## src/hdl/assert_macros.svh

```systemverilog
// Assertion macros for the ARP cache modules, included by the sequencer.
`ifndef ASSERT_MACROS_SVH
`define ASSERT_MACROS_SVH

// Checked at every rising clock edge outside reset.
`define ARPC_ASSERT(lbl, clk, rst, prop) \
   lbl: assert property (@(posedge clk) disable iff (rst) prop) \
      else $error("%m: assertion failed");

// Checked at every rising clock edge, reset included.
`define ARPC_ASSERT_ALWAYS(lbl, clk, prop) \
   lbl: assert property (@(posedge clk) prop) \
      else $error("%m: assertion failed");

`endif

```

## src/hdl/arpc_pkg.sv

```systemverilog
// Types and constants shared by the ARP cache responder modules.
`timescale 1ns / 1ps

package arpc_pkg;

   localparam int ENTRIES = 16;
   localparam int IDX_W   = $clog2(ENTRIES);
   localparam int CNT_W   = $clog2(ENTRIES + 1);

   // Configuration register indexes.
   localparam int CSR_IDX_W = 2;
   localparam int CSR_DATA_W = 48;
   localparam logic [CSR_IDX_W-1:0] CSR_OUR_IP  = 2'd0;
   localparam logic [CSR_IDX_W-1:0] CSR_OUR_MAC = 2'd1;

   // Input functions.
   localparam logic FUNC_LOOKUP = 1'b0;
   localparam logic FUNC_PACKET = 1'b1;

   // Packet checks.
   localparam logic [15:0] MIN_PKT_LEN = 16'd28;
   localparam logic [15:0] HW_ETHERNET = 16'h0001;
   localparam logic [15:0] PROTO_IPV4  = 16'h0800;
   localparam logic [15:0] ARP_OP_REQUEST = 16'h0001;

   // Result kinds.
   localparam logic [2:0] KIND_HIT     = 3'd0;
   localparam logic [2:0] KIND_MISS    = 3'd1;
   localparam logic [2:0] KIND_DROP    = 3'd2;
   localparam logic [2:0] KIND_CACHED  = 3'd3;
   localparam logic [2:0] KIND_REPLIED = 3'd4;

   // Transmitted opcodes.
   localparam logic [1:0] TX_OP_NONE    = 2'd0;
   localparam logic [1:0] TX_OP_REQUEST = 2'd1;
   localparam logic [1:0] TX_OP_REPLY   = 2'd2;

   typedef struct packed {
      logic        func;
      logic [31:0] query_ip;
      logic [15:0] pkt_len;
      logic [15:0] hw_type;
      logic [15:0] proto_code;
      logic [15:0] arp_op;
      logic [31:0] src_ip;
      logic [47:0] src_mac;
      logic [31:0] dst_ip;
   } arpc_req_type;

   typedef struct packed {
      logic [2:0]  result_kind;
      logic [47:0] found_mac;
      logic        tx_valid;
      logic [1:0]  tx_opcode;
      logic        tx_broadcast;
      logic [47:0] tx_dest_mac;
      logic [47:0] tx_target_mac;
      logic [31:0] tx_target_ip;
   } arpc_rsp_type;

   typedef struct packed {
      logic [31:0] ip;
      logic [47:0] mac;
   } arpc_entry_type;

   localparam int ENTRY_W = $bits(arpc_entry_type);

   typedef struct packed {
      logic [31:0] our_ip;
   } arpc_cfg_type;

endpackage

```

## src/hdl/arpc_ram.sv

```systemverilog
// Generic single-port-write, single-port-read RAM with registered read data.
`timescale 1ns / 1ps

module arpc_ram #(
   parameter int WIDTH = 8,
   parameter int DEPTH = 16
) (
   input  logic                     clock,
   input  logic                     wr_en,
   input  logic [$clog2(DEPTH)-1:0] wr_addr,
   input  logic [WIDTH-1:0]         wr_data,
   input  logic                     rd_en,
   input  logic [$clog2(DEPTH)-1:0] rd_addr,
   output logic [WIDTH-1:0]         rd_data
);

   logic [WIDTH-1:0] mem_ff [DEPTH];
   logic [WIDTH-1:0] rd_data_ff;

   always_ff @(posedge clock) begin
      if (wr_en) begin
         mem_ff[wr_addr] <= wr_data;
      end
      if (rd_en) begin
         rd_data_ff <= mem_ff[rd_addr];
      end
   end

   assign rd_data = rd_data_ff;

endmodule

```

## src/hdl/arpc_seq.sv

```systemverilog
// Sequencer that walks the cache one entry a cycle through a single compare unit.
`timescale 1ns / 1ps
`include "assert_macros.svh"

module arpc_seq (
   input  logic                                  clock,
   input  logic                                  reset,
   input  logic                                  start,
   input  arpc_pkg::arpc_req_type                req_item,
   input  arpc_pkg::arpc_cfg_type                cfg,
   output logic                                  busy,
   output logic                                  rsp_valid,
   output arpc_pkg::arpc_rsp_type                rsp_item,
   output logic                                  ram_wr_en,
   output logic [arpc_pkg::IDX_W-1:0]            ram_wr_addr,
   output logic [arpc_pkg::ENTRY_W-1:0]          ram_wr_data,
   output logic                                  ram_rd_en,
   output logic [arpc_pkg::IDX_W-1:0]            ram_rd_addr,
   input  logic [arpc_pkg::ENTRY_W-1:0]          ram_rd_data
);

   localparam int STATE_W = 1;
   localparam logic [STATE_W-1:0] ST_IDLE = 1'b0;
   localparam logic [STATE_W-1:0] ST_SCAN = 1'b1;

   logic [STATE_W-1:0]                state_ff, state_in;
   arpc_pkg::arpc_req_type            item_ff, item_in;
   logic [31:0]                       key_ff, key_in;
   logic [arpc_pkg::CNT_W-1:0]        issue_ff, issue_in;
   logic                              cmp_vld_ff, cmp_vld_in;
   logic [arpc_pkg::IDX_W-1:0]        cmp_idx_ff, cmp_idx_in;
   logic                              free_vld_ff, free_vld_in;
   logic [arpc_pkg::IDX_W-1:0]        free_idx_ff, free_idx_in;
   logic [arpc_pkg::ENTRIES-1:0]      valid_ff, valid_in;
   logic                              rsp_valid_ff, rsp_valid_in;
   arpc_pkg::arpc_rsp_type            rsp_ff, rsp_in;

   arpc_pkg::arpc_entry_type          entry;
   arpc_pkg::arpc_entry_type          new_entry;
   logic                              cmp_hit;
   logic                              is_last;
   logic                              pkt_bad;
   logic                              do_reply;

   assign entry   = arpc_pkg::arpc_entry_type'(ram_rd_data);
   // The one shared comparator: the entry read last cycle against the key.
   assign cmp_hit = cmp_vld_ff && valid_ff[cmp_idx_ff] && (entry.ip == key_ff);
   assign is_last = (cmp_idx_ff == arpc_pkg::IDX_W'(arpc_pkg::ENTRIES - 1));

   assign pkt_bad = (req_item.pkt_len < arpc_pkg::MIN_PKT_LEN)
                    || (req_item.hw_type != arpc_pkg::HW_ETHERNET)
                    || (req_item.proto_code != arpc_pkg::PROTO_IPV4);

   assign do_reply = (item_ff.arp_op == arpc_pkg::ARP_OP_REQUEST)
                     && (item_ff.dst_ip == cfg.our_ip);

   assign new_entry.ip  = key_ff;
   assign new_entry.mac = item_ff.src_mac;

   always_comb begin
      state_in     = state_ff;
      item_in      = item_ff;
      key_in       = key_ff;
      issue_in     = issue_ff;
      cmp_vld_in   = 1'b0;
      cmp_idx_in   = cmp_idx_ff;
      free_vld_in  = free_vld_ff;
      free_idx_in  = free_idx_ff;
      rsp_valid_in = 1'b0;
      rsp_in       = rsp_ff;
      ram_rd_en    = 1'b0;
      ram_rd_addr  = issue_ff[arpc_pkg::IDX_W-1:0];
      ram_wr_en    = 1'b0;
      ram_wr_addr  = cmp_idx_ff;
      ram_wr_data  = new_entry;

      unique case (state_ff)
         ST_IDLE: begin
            if (start) begin
               item_in     = req_item;
               key_in      = (req_item.func == arpc_pkg::FUNC_PACKET) ?
                             req_item.src_ip : req_item.query_ip;
               issue_in    = '0;
               free_vld_in = 1'b0;
               if ((req_item.func == arpc_pkg::FUNC_PACKET) && pkt_bad) begin
                  rsp_valid_in = 1'b1;
                  rsp_in       = '0;
                  rsp_in.result_kind = arpc_pkg::KIND_DROP;
               end else begin
                  state_in = ST_SCAN;
               end
            end
         end
         ST_SCAN: begin
            if (issue_ff < arpc_pkg::CNT_W'(arpc_pkg::ENTRIES)) begin
               ram_rd_en  = 1'b1;
               issue_in   = issue_ff + 1'b1;
               cmp_vld_in = 1'b1;
               cmp_idx_in = issue_ff[arpc_pkg::IDX_W-1:0];
            end
            if (cmp_vld_ff) begin
               if (!valid_ff[cmp_idx_ff] && !free_vld_ff) begin
                  free_vld_in = 1'b1;
                  free_idx_in = cmp_idx_ff;
               end
               if (cmp_hit || is_last) begin
                  state_in     = ST_IDLE;
                  cmp_vld_in   = 1'b0;
                  rsp_valid_in = 1'b1;
                  rsp_in       = '0;
                  if (item_ff.func == arpc_pkg::FUNC_LOOKUP) begin
                     if (cmp_hit) begin
                        rsp_in.result_kind = arpc_pkg::KIND_HIT;
                        rsp_in.found_mac   = entry.mac;
                     end else begin
                        rsp_in.result_kind  = arpc_pkg::KIND_MISS;
                        rsp_in.tx_valid     = 1'b1;
                        rsp_in.tx_opcode    = arpc_pkg::TX_OP_REQUEST;
                        rsp_in.tx_broadcast = 1'b1;
                        rsp_in.tx_target_ip = key_ff;
                     end
                  end else begin
                     ram_wr_en = 1'b1;
                     // Known sender updates its own entry; otherwise the
                     // first free entry, or entry zero when the table is full.
                     priority if (cmp_hit) begin
                        ram_wr_addr = cmp_idx_ff;
                     end else if (free_vld_ff) begin
                        ram_wr_addr = free_idx_ff;
                     end else if (!valid_ff[cmp_idx_ff]) begin
                        ram_wr_addr = cmp_idx_ff;
                     end else begin
                        ram_wr_addr = '0;
                     end
                     if (do_reply) begin
                        rsp_in.result_kind   = arpc_pkg::KIND_REPLIED;
                        rsp_in.tx_valid      = 1'b1;
                        rsp_in.tx_opcode     = arpc_pkg::TX_OP_REPLY;
                        rsp_in.tx_dest_mac   = item_ff.src_mac;
                        rsp_in.tx_target_mac = item_ff.src_mac;
                        rsp_in.tx_target_ip  = item_ff.src_ip;
                     end else begin
                        rsp_in.result_kind = arpc_pkg::KIND_CACHED;
                     end
                  end
               end
            end
         end
         default: begin
            state_in = ST_IDLE;
         end
      endcase
   end

   always_comb begin
      valid_in = valid_ff;
      if (ram_wr_en) begin
         valid_in[ram_wr_addr] = 1'b1;
      end
   end

   always_ff @(posedge clock) begin
      if (reset) begin
         state_ff     <= ST_IDLE;
         valid_ff     <= '0;
         rsp_valid_ff <= 1'b0;
         cmp_vld_ff   <= 1'b0;
         free_vld_ff  <= 1'b0;
         issue_ff     <= '0;
      end else begin
         state_ff     <= state_in;
         valid_ff     <= valid_in;
         rsp_valid_ff <= rsp_valid_in;
         cmp_vld_ff   <= cmp_vld_in;
         free_vld_ff  <= free_vld_in;
         issue_ff     <= issue_in;
      end
   end

   always_ff @(posedge clock) begin
      item_ff     <= item_in;
      key_ff      <= key_in;
      cmp_idx_ff  <= cmp_idx_in;
      free_idx_ff <= free_idx_in;
      rsp_ff      <= rsp_in;
   end

   assign busy      = reset || (state_ff != ST_IDLE);
   assign rsp_valid = rsp_valid_ff;
   assign rsp_item  = rsp_ff;

   `ARPC_ASSERT_ALWAYS(a_reset_clears, clock,
      reset |=> (valid_ff == '0) && (state_ff == ST_IDLE) && !rsp_valid_ff)
   `ARPC_ASSERT(a_write_in_scan, clock, reset, ram_wr_en |-> (state_ff == ST_SCAN))
   `ARPC_ASSERT(a_write_marks_valid, clock, reset, ram_wr_en |=> valid_ff[$past(ram_wr_addr)])
   `ARPC_ASSERT(a_start_progresses, clock, reset,
      (start && (state_ff == ST_IDLE)) |=> ((state_ff == ST_SCAN) || rsp_valid_ff))
   `ARPC_ASSERT(a_compare_in_scan, clock, reset, cmp_vld_ff |-> (state_ff == ST_SCAN))

endmodule

```

## src/hdl/arp_cache_responder.sv

```systemverilog
// Top level of the ARP cache responder: configuration registers, sequencer and entry RAM.
`timescale 1ns / 1ps

// Usage:
// A command is transferred at a rising edge where start is high and busy is low.
// req_item.func selects a cache lookup or a received ARP packet. Exactly one
// result follows each command on rsp_item, marked by rsp_valid for a single
// cycle; the receiver cannot stall it, so it must take the transfer then.
// A dropped packet (short, not Ethernet or not IPv4) has its result on the
// ports in the cycle straight after the command's transfer and never raises
// busy. Otherwise the entries are read one a cycle from the entry RAM and
// compared in a single comparator, in order from entry 0: the scan stops at
// the first hit or after a full pass over the 16 entries, and the compare
// result is registered onto the ports. busy is low again in the cycle the
// result is shown, so the next command may be transferred at the edge that
// ends it. No new command is taken before the last one's result is shown;
// the single RAM read port walking the table sets how long each one takes.
// Configuration is written through csr_wr_en, csr_index and csr_wdata while
// the block is idle: index 0 is our IP address, index 1 our MAC address,
// other indexes are ignored. The MAC address appears on no output, so it is
// accepted and discarded.
// Reset is synchronous and clears all valid marks and our IP address; busy is
// held high during reset.

module arp_cache_responder (
   input  logic                                clock,
   input  logic                                reset,
   input  logic                                start,
   output logic                                busy,
   input  arpc_pkg::arpc_req_type              req_item,
   output logic                                rsp_valid,
   output arpc_pkg::arpc_rsp_type              rsp_item,
   input  logic                                csr_wr_en,
   input  logic [arpc_pkg::CSR_IDX_W-1:0]      csr_index,
   input  logic [arpc_pkg::CSR_DATA_W-1:0]     csr_wdata
);

   logic [31:0]                      our_ip_ff, our_ip_in;
   arpc_pkg::arpc_cfg_type           cfg;
   logic                             ram_wr_en;
   logic [arpc_pkg::IDX_W-1:0]       ram_wr_addr;
   logic [arpc_pkg::ENTRY_W-1:0]     ram_wr_data;
   logic                             ram_rd_en;
   logic [arpc_pkg::IDX_W-1:0]       ram_rd_addr;
   logic [arpc_pkg::ENTRY_W-1:0]     ram_rd_data;

   always_comb begin
      our_ip_in = our_ip_ff;
      if (csr_wr_en && (csr_index == arpc_pkg::CSR_OUR_IP)) begin
         our_ip_in = csr_wdata[31:0];
      end
   end

   always_ff @(posedge clock) begin
      if (reset) begin
         our_ip_ff <= '0;
      end else begin
         our_ip_ff <= our_ip_in;
      end
   end

   assign cfg.our_ip = our_ip_ff;

   arpc_seq u_seq (
      .clock       (clock),
      .reset       (reset),
      .start       (start),
      .req_item    (req_item),
      .cfg         (cfg),
      .busy        (busy),
      .rsp_valid   (rsp_valid),
      .rsp_item    (rsp_item),
      .ram_wr_en   (ram_wr_en),
      .ram_wr_addr (ram_wr_addr),
      .ram_wr_data (ram_wr_data),
      .ram_rd_en   (ram_rd_en),
      .ram_rd_addr (ram_rd_addr),
      .ram_rd_data (ram_rd_data)
   );

   arpc_ram #(
      .WIDTH (arpc_pkg::ENTRY_W),
      .DEPTH (arpc_pkg::ENTRIES)
   ) u_ram (
      .clock   (clock),
      .wr_en   (ram_wr_en),
      .wr_addr (ram_wr_addr),
      .wr_data (ram_wr_data),
      .rd_en   (ram_rd_en),
      .rd_addr (ram_rd_addr),
      .rd_data (ram_rd_data)
   );

endmodule

```

## config.mk

```make
export PLATFORM = sky130hd
export DESIGN_NAME = arp_cache_responder
export DESIGN_NICKNAME = d
export VERILOG_FILES = /design/src/hdl/arpc_pkg.sv /design/src/hdl/arpc_ram.sv /design/src/hdl/arpc_seq.sv /design/src/hdl/arp_cache_responder.sv
export VERILOG_INCLUDE_DIRS = /design/src /design/src/hdl
export SDC_FILE = /design/constraint.sdc
export NUM_CORES = 2
export LEC_CHECK = 0
export ABC_AREA = 1
export BUFFER_PORTS_ARGS = -buffer_cell sky130_fd_sc_hd__buf_4
export CAP_MARGIN = 40
export CORE_ASPECT_RATIO = 0.9
export CORE_MARGIN = 4
export CORE_UTILIZATION = 30
export DETAILED_ROUTE_END_ITERATION = 6
export HOLD_SLACK_MARGIN = 0.12
export PLACE_DENSITY = 0.5
export SLEW_MARGIN = 30
export SYNTH_ARGS = -nofsm -noshare
export SYNTH_HDL_FRONTEND = slang
export SYNTH_SLANG_ARGS = --single-unit
```

## constraint.sdc

```tcl
create_clock -name clock -period 10.7 [get_ports clock]
set_input_delay 1.605 -clock clock [delete_from_list [all_inputs] [get_ports clock]]
set_output_delay 1.605 -clock clock [all_outputs]
set_load 0.02 [all_outputs]
```

# Word level (Yosys, flattened, before mapping)
# Memory sizes are Yosys's and may differ from the RTL's. A register that Yosys moved wholly into a read port is not among the register bits.
# Cells that the tools add are included.
# op_classes
shift,0
n_addsub,1
multipliers,0
n_reduce_logical,21
div,0
bitwise,2
order_cmp,5
n_eq_ne,12
n_mux,57
# ops
operator,count
$mux 183,4
$pmux 183 s2,1
$mux 128,1
$mux 32,3
$mux 48,2
$mux 96,1
$eq 32x32->1,2
$mux 4,8
$mux 1,25
$eq 16x1->1 const B,1
$lt 16x5->1 const B,1
$ne 16x1->1 const B,1
$ne 16x12->1 const B,1
$or 16x16->16,1
$mux 3,4
$lt 4x5->1 const B,2
$mux 5,2
$ne 2x2->1 const B,5
$pmux 5 s2,1
$logic_and 1x1->1,7
$pmux 1 s2,3
$reduce_and 2->1,3
$reduce_and 3->1,2
$add 5x1->5 const B,1
other kinds (12),16
# word_totals
memories,1
regBits,409
mem_bits_ro,0
latch_bits,0
in_bits,263
ramBits,1280
out_inout_bits,185
# mem_list
name,depth,word_bits,read_ports,rd_clocked_by_memory_dff,wr,line,source
u_ram.mem_ff,16,80,1,1,1,arpc_ram.sv:17,logic [WIDTH-1:0] mem_ff [DEPTH];

# Depth between registers and ports, before layout
# depth
depth_word,14
ltp_mapped,18
ltp_nobuf,18

# Cells and area by module
# Synthesis repeated with hierarchy kept, for this count alone.
# unflattened
hier_cells,6650
hier_area_um2,72230.5
# modules_own_cells
module,area_each_um2,n_inst,cells_per_inst
arpc_ram,57007.2,1,5255
arpc_seq,13764.5,1,1185
arp_cache_responder,1458.9,1,210

# Worst setup path after synthesis
# Ideal clock, no wire load.
# synth_path
kind,in2reg
start,in start
end,"reg u_seq.rsp_ff (netlist bit u_seq.rsp_item[0]), enable pin"
setup_ps,497
stages,4
path_slack_ps,2121
arrival_time_ps,8082
path_cell_list,nand2_1 > inv_1 > nand2_1 > nand2_1
# synth_between
elab_chain_cells,2
# synth_lines
item,line,source
"start, declared",arp_cache_responder.sv:28,"input logic start,"
$ne 2x2->1 (no line),--,
$reduce_and 4->1 (no line),--,
"end signal, assigned",arpc_seq.sv:185,rsp_ff <= rsp_in;
"end, declared",arpc_seq.sv:36,"arpc_pkg::arpc_rsp_type rsp_ff, rsp_in;"
# Every way passes these cells.
# A chain may end at the register's enable or synchronous reset.

# Worst setup path after layout
# layout_path
start,reg u_seq.key_ff[6]
end,"mem u_ram.mem_ff[8][42] (netlist bit), enable pin"
# layout_between
elab_chain_cells,8
elab_cells_between_ends,13
cone_classes,eq/ne (1); mux (10); reduce/logical (2)
# layout_lines
item,line,source
"start, declared",arpc_seq.sv:28,"logic [31:0] key_ff, key_in;"
"start signal, assigned",arpc_seq.sv:182,key_ff <= key_in;
$eq 32x32->1 (*),arpc_seq.sv:47,assign cmp_hit = cmp_vld_ff && valid_ff[cmp_idx_ff] && (entry.ip == key_ff);
$logic_and 1x1->1 (*),arpc_seq.sv:47,
$logic_or 1x1->1,arpc_seq.sv:106,if (cmp_hit || is_last) begin
$mux 1,arpc_seq.sv:106,
$mux 1,arpc_seq.sv:101,if (cmp_vld_ff) begin
$mux 1,arpc_seq.sv:77,unique case (state_ff)
$mux 1,arpc_ram.sv:21,if (wr_en) begin
$mux 1 (implied by the code),arpc_ram.sv:22,mem_ff[wr_addr] <= wr_data;
"end, declared",arpc_ram.sv:17,
# Every way passes the cells marked *; elsewhere a longest branch is shown, timed or not.

==> results_dict.tcl <==
set metrics [dict create \
    synth_fp_nets 5017 \
    max_freq_mhz 195 \
    wl_per_cell_um 22.2 \
    drc 0 \
    clock_skew_ns 0.0476 \
    worstSetupPathType "flop to flop" \
    clockBufferDepth 3 \
    tns_ns 0 \
    slew_viol_final 0 \
    dieArea_mm2 0.229 \
    area_growth_pct 18.8 \
    pwr_density_cell_mw_per_mm2 182 \
    cts_hold_buf 0 \
    ys_warn_count 0 \
    cts.sinks 1719 \
    peakVddDrop_mv 0.152 \
    synth_area_leader_cell "edfxtp_1" \
    async_reset_ff_frac 0 \
    gp_congestion 0.750 \
    worst_setup_path_start_kind "flop" \
    fin_crit_ns 5.13 \
    synth_cell_types 42 \
    grt_max_degree 241 \
    yosysMostFrequentCell "edfxtp_1" \
    p_leak_uw 0.0264 \
    worstPathCellList "xnor2_1 > nand2_1 > nor2_1 > nand2_1 > nor2_1 > nand3_4 > nand2_2 > nand3_4 > nor2_4 > o21ai_2 > nor2_2 > nand2_1 > inv_4 > buf_4 > buf_4" \
    coreArea_mm2 0.220 \
    max-slew-margin-rel 0.207 \
    critPathSlowestCell "buf_4" \
    finalCritPeriodShare 0.480 \
    synth_edf_count 1662 \
    io_buffers 429 \
    crit_family "simple AND/OR/NAND/NOR gates" \
    via_count 39422 \
    holdCritPathClass "flop to flop" \
    die_w_um 504 \
    drive_gt1_frac 0.158 \
    max-cap-violations 0 \
    via_per_inst 4.82 \
    worst_hold_slack_ns 0.460 \
    yosysTopAreaCellShare 0.752 \
    fillers 20928 \
    ios 448 \
    crit_path_end_kind "flop" \
    fp.dieH_um 454 \
    initial_core_util 0.302 \
    synthFlopType "edfxtp_1" \
    cts-root-buf "clkbuf_16" \
    synth_common_cells "edfxtp_1 (1662), nor2_1 (898), nand2_1 (432)" \
    finalHoldViolations 0 \
    crit_arrival_ns 5.56 \
    fin_total_pwr_uw 14400 \
    first_global_vias 38724 \
    antenna_left 0 \
    dpl.hpwl_um 99700 \
    setup_viol 0 \
    worst_slack_ns 5.57 \
    ys_seq_area_frac 0.769 \
    tightest_slew_ns 1.19 \
    required_ns 11.13 \
    yosys-top-cells-area "edfxtp_1 (75%), nor2_1 (5.1%), o21ai_0 (2.9%)" \
    max_stage_delay_ns 0.66 \
    post-cts-setup-buffer-count 0 \
    dp_slack_ns 5.56 \
    cts_buffers 183 \
    cp_num_buf_inv 3 \
    dr.first_iter.drc_count 3393 \
    grt_setup_unrepaired "no" \
    clk_pin_slew_ns 0.06 \
    nets 5395 \
    dr.pass1.iters 5 \
    tritoncts "done" \
    synth_cells 4753 \
    postSynthAreaPerCell_um2 14.0 \
    row_count 163 \
    cts.htree.levels 4 \
    grtUsageTotal 0.153 \
    status "completed" \
    critPathMostFrequentCell "nand2_1" \
    worstSkewPairLatency_ns 0.83 \
    synth-seq-cells 1719 \
    critPathMaxFanout 30 \
    routed_wl_um 181000 \
    antenna_found_initial 7 \
    syn_area_mm2 0.0664 \
    overflow 0 \
    grt_pass1_wl_um 263000 \
    cts.repair.resized 0 \
]
[worst paths after layout]
check	from	cells after the start	slack, ns	endpoint
worst max-delay path	u_seq.key_ff[6]	15	5.57	u_ram.mem_ff[8][42]
worst min-delay path	u_seq.valid_ff[10]	2	0.46	u_seq.valid_ff[10]
worst max register to register	u_seq.key_ff[6]	15	5.57	u_ram.mem_ff[8][42]
worst min register to register	u_seq.valid_ff[10]	2	0.46	u_seq.valid_ff[10]
[worst min-delay path: cells and delay by family, from the launching register on]
family | cells | cell delay (ns)
flops | 1 | 0.31
buf+inv | 1 | 0.06
compound gates | 1 | 0.05
[through the flow]
step           std cells  cell area (um^2)  utilization
3_3_place_gp        7799             72400        0.329
4_1_cts             8160             78700        0.358
6_report            8172             78900        0.359
3_5_place_dp        7825             73000        0.332
2_1_floorplan       4753             66400            -
5_1_grt             8169             78900        0.359
[cell type report]
type / count / area (um^2) / area share
Tap cell: 2887 / 3610 / 0.0458
Clock buffer: 235 / 4910 / 0.0623
Inverter: 215 / 877 / 0.0111
Multi-Input combinational cell: 2492 / 13100 / 0.166
Sequential cell: 1719 / 51100 / 0.647
Timing Repair Buffer: 520 / 4480 / 0.0568
Antenna cell: 4 / 10.0 / 0.000127
Clock inverter: 100 / 808 / 0.0102
[sequential cells by signal (all words and copies together) (netlist names)]
register / cells
cfg: 32
u_ram.mem_ff: 1280
u_ram.rd_data: 80
u_seq.cmp_idx_ff: 4
u_seq.cmp_vld_ff: 1
u_seq.free_idx_ff: 4
u_seq.free_vld_ff: 1
u_seq.issue_ff: 5
u_seq.item_ff: 81
u_seq.key_ff: 32
u_seq.ram_wr_data: 48
u_seq.rsp_item: 133
u_seq.rsp_valid: 1
u_seq.state_ff: 1
u_seq.valid_ff: 16
[kinds of logic after synthesis]
| kind of cell | count (synthesis) | share of synthesized area |
|---|---|---|
| buffers and inverters | 542 | 0.0341 |
| AOI/OAI and AO/OA | 784 | 0.0799 |
| muxes | 125 | 0.0188 |
| and+or+nand+nor | 1548 | 0.0935 |
| adders and majority gates | 1 | 0.000188 |
| xor gates and xnor gates | 34 | 0.00449 |
| DFF | 1719 | 0.769 |
[layer usage]
metal  track usage  wire length [um]  vias up  share of wire
li1              -                 -    18263              -
met4        0.0427              4250        2          0.023
met3        0.0322             10700      238          0.059
met2         0.244             83500     1125           0.46
met5             0                13        -       0.000072
met1         0.213             82900    19794           0.46
[layout by cell type, fill, tap and decap left out, types with 45 or more instances in the layout]
master     netlist  routed
edfxtp_1      1662    1662
o32ai_1        195     195
mux2i_1        125     125
o221ai_1       125     125
inv_1          208     189
nand2_1        432     430
nor2_1         898     896
dfxtp_1         57      54
clkbuf_1       232      45
o21ai_0        380     380
buf_4           50     478
clkbuf_16        0     189
nand3_1        148     148
[power breakdown]
part | switching (uW) | internal (uW)
Sequential | 136 | 7500
Combinational | 418 | 245
Clock | 2660 | 3420
(Power assumes the default switching activity.)
